$ cat config.mk
export PLATFORM = sky130hd
export DESIGN_NAME = fpma_ram
export DESIGN_NICKNAME = d
export VERILOG_FILES = /design/src/design/fpma_ram.sv
export SDC_FILE = /design/constraint.sdc
export NUM_CORES = 2
export LEC_CHECK = 0
export BUFFER_PORTS_ARGS = -buffer_cell sky130_fd_sc_hd__buf_4
export CORE_MARGIN = 5
export CORE_UTILIZATION = 30
export CTS_CLUSTER_SIZE = 8
export DETAILED_ROUTE_END_ITERATION = 12
export GPL_TIMING_DRIVEN = 0
export SLEW_MARGIN = 25
export SYNTH_ARGS = -nofsm -noshare
export SYNTH_HDL_FRONTEND = slang
export SYNTH_SLANG_ARGS = --single-unit
$ cat constraint.sdc
create_clock -name clk -period 11.83 [get_ports clk]
set_clock_uncertainty 0.2 [all_clocks]
set_input_delay 2.366 -clock clk [delete_from_list [all_inputs] [get_ports clk]]
set_output_delay 2.366 -clock clk [all_outputs]
set_load 0.03 [all_outputs]
$ cat src/design/fpma_ram.sv
// Generic single-write, single-read synchronous RAM with registered read data.
module fpma_ram #(
  parameter int WIDTH = 32,
  parameter int DEPTH = 64,
  localparam int AW = (DEPTH > 1) ? $clog2(DEPTH) : 1
) (
  input  logic             clk,
  input  logic             we,
  input  logic [AW-1:0]    waddr,
  input  logic [WIDTH-1:0] wdata,
  input  logic             re,
  input  logic [AW-1:0]    raddr,
  output logic [WIDTH-1:0] rdata
);

  logic [WIDTH-1:0] mem [DEPTH];

  // Write port
  always_ff @(posedge clk) begin
    if (we) begin
      mem[waddr] <= wdata;
    end
  end

  // Read port, old data on a same-address collision
  always_ff @(posedge clk) begin
    if (re) begin
      rdata <= mem[raddr];
    end
  end

endmodule

==> flow_summary.json <==
{
  "status": "finished, final reports clean",
  "synth-seq-area-share_pct": 79.23,
  "num_vias": 39780,
  "finalSetupTns_ps": 0,
  "grt_pass1_vias": 40050,
  "grt_overflow": 0,
  "drive_gt1_share_pct": 32.66,
  "dr.pass1.iters": 6,
  "cts_tree": "yes",
  "avgSynthCellArea_um2": 23.72,
  "drc": 0,
  "routabilityCongestion": 0.8539,
  "io_buffers": 70,
  "crit_arrival_ps": 6450,
  "start_util_pct": 30.09,
  "dp_hpwl_mm": 157.2,
  "critPathCapture": "rdata[22]$_DFFE_PP_",
  "rows": 188,
  "fin_nets": 3892,
  "finalSetupViolCount": 0,
  "routedWlPerCell_um": 33.02,
  "power_leakage_nw": 29.58,
  "fin_crit_sh_pct": 51.25,
  "ctsHoldBuffers": 0,
  "cts-buffers-inserted": 311,
  "crit_start": "raddr[1]",
  "grt.total_usage_pct": 17.61,
  "rsz0062_at_grt": "no",
  "ctsResizeCount": 0,
  "worstPathRequired_ps": 12220,
  "synth_cell_type_count": 33,
  "slew_violations": 0,
  "finalPower_mw": 16.69,
  "finalHoldViolCount": 0,
  "hp-class": "flop to flop",
  "ios": 79,
  "utilization_pct": 36.43,
  "synth_enable_flop_cells": 2080,
  "synth_nets": 3371,
  "clk_path_buf_depth": 4,
  "cts_root_buf": "clkbuf_16",
  "syn_area_um2": 78840,
  "worst_r2r_endpoint": "rdata[18]$_DFFE_PP_",
  "viasPerCell": 5.384,
  "cts_setup_buffers": 0,
  "ys_warn_count": 0,
  "drt_iter0_drc": 6298,
  "ys.flop_type": "edfxtp_1",
  "syn_inst": 3324,
  "path_class": "input pin to flop",
  "ys_async_sr_fraction_pct": 0,
  "crit_fanout": 10,
  "insertion_delay_ps": 930,
  "crit_path_start_kind": "input pin",
  "drv_cap": 0,
  "layout_common_cells": "edfxtp_1, mux4_2, clkbuf_16, buf_4, mux2i_1",
  "crit_path_end_kind": "flop",
  "slew_headroom_pct": 20.13,
  "die-area_um2": 273100,
  "antenna_left": 0,
  "rr_worst_depth": 4,
  "placed_area_um2": 87410,
  "cts_sinks": 2080,
  "antenna_found_initial": 30,
  "final_common_cell": "edfxtp_1",
  "area_growth_pct": 21.09,
  "dieHeight_um": 522.6,
  "peakVddDrop_uv": 154.1,
  "fmax_mhz": 164.9,
  "r2r_slack_ps": 8710,
  "grt_pass1_wl_mm": 331.4,
  "final_area_um2": 95460,
  "core_area_um2": 262000,
  "grt_max_degree": 65,
  "synth_seq_cells": 2080,
  "path_clk_slew_ps": 50,
  "die-width_um": 522.6,
  "htreeDepth": 5,
  "min_period_ps": 6063,
  "p_per_area_nw_per_um2": 174.8,
  "worstMarginPinSlew_ps": 1198,
  "timing.rr.start": "mem[19][18]$_DFFE_PP_",
  "wl_mm": 243.9
}
==> report_power, final <==
group	total (mW)	switching (mW)	internal, mW
Combinational	0.896	0.609	0.287
Sequential	8.21	0.0148	8.20
Clock	7.58	2.91	4.67
==> metal layers <==
metal  part of all wire (%)  global-route usage, %
met5                  0.031                      0
met4                    5.8                  9.329
met3                     10                  4.154
met2                     48                  28.05
met1                     36                  22.42
==> flip-flops by register name (all words and copies together) (netlist names) <==
signal	count
mem	2048
rdata	32
==> worst min path at each step <==
stage | start | end | slack (ps) | cells after the start
final | mem[12][20]$_DFFE_PP_ | rdata[20]$_DFFE_PP_ | 1000 | 4
after global routing | mem[12][4]$_DFFE_PP_ | rdata[4]$_DFFE_PP_ | 1060 | 4
after CTS | mem[28][20]$_DFFE_PP_ | rdata[20]$_DFFE_PP_ | 980 | 4
after detailed placement | mem[28][20]$_DFFE_PP_ | rdata[20]$_DFFE_PP_ | 970 | 4
after global placement | mem[12][20]$_DFFE_PP_ | rdata[20]$_DFFE_PP_ | 970 | 4
after floorplan | mem[12][17]$_DFFE_PP_ | rdata[17]$_DFFE_PP_ | 550 | 4
==> worst max-delay path, cell delays in order <==
cell and delay (ps):
buf_2 370, buf_2 430, buf_2 410, buf_1 720
nand3b_1 600, o221ai_1 600, a21oi_1 280, a21oi_1 390
nor2_1 230
==> kinds of logic (layout without fill, tap and decap cells) <==
kind of cell / Yosys count / count (layout) / share of synthesized area (%)
DFF: 2080 / 2080 / 79.23
muxes: 637 / 637 / 16.72
and+or+nand+nor: 223 / 223 / 1.260
AOI/OAI and AO/OA: 202 / 202 / 1.666
buffers and inverters: 182 / 719 / 1.124
other: 0 / 12 / 0
==> Yosys cell counts, types with 2 or more instances <==
cell type  instances  share of area (%)
or3b_1             2              0.022
nand2_1           26               0.12
a311oi_1           8              0.089
a41o_1             4              0.051
or3b_2             3              0.033
o22ai_1           84               0.67
and3_1             4              0.032
buf_2             57               0.36
a21oi_1           62               0.39
mux4_2           544                 16
clkbuf_1          74               0.35
nor2b_1           15               0.12
or3_1              3              0.024
nor3_1             7              0.044
o221ai_1          27               0.30
buf_6              5              0.071
mux2i_1           93                1.2
nand3b_1           5              0.048
nand2b_1           8              0.063
buf_1             21               0.10
and2_1             2              0.016
o32ai_1            4              0.044
nand4_1            2              0.016
buf_4             25               0.24
a22oi_1           12               0.11
edfxtp_1        2080                 79
nand3_1            5              0.032
nor2_1           137               0.65
==> layout make-up <==
cell class / instances / area, um2
well taps: 3515 / 4398
clock inverters: 11 / 77.57
flip-flops and latches: 2080 / 62460
plain buffers: 182 / 920.9
clock buffers: 318 / 7936
fillers: 23490 / 166600
diodes: 12 / 30.03
repair buffers: 208 / 3667
multi-input cells: 1062 / 15970
==> stage by stage <==
step / hold slack (ps) / instances / worst slack (ps)
4_1_cts: 979.3 / 7376 / 5948
3_3_place_gp: 965.9 / 6909 / 2747
6_report: 995.4 / 7388 / 5767
3_5_place_dp: 967.6 / 7047 / 5025
5_1_grt: 1062 / 7384 / 5862
2_1_floorplan: 550.2 / 3324 / 6104
Power figures use the tool's default switching activity.
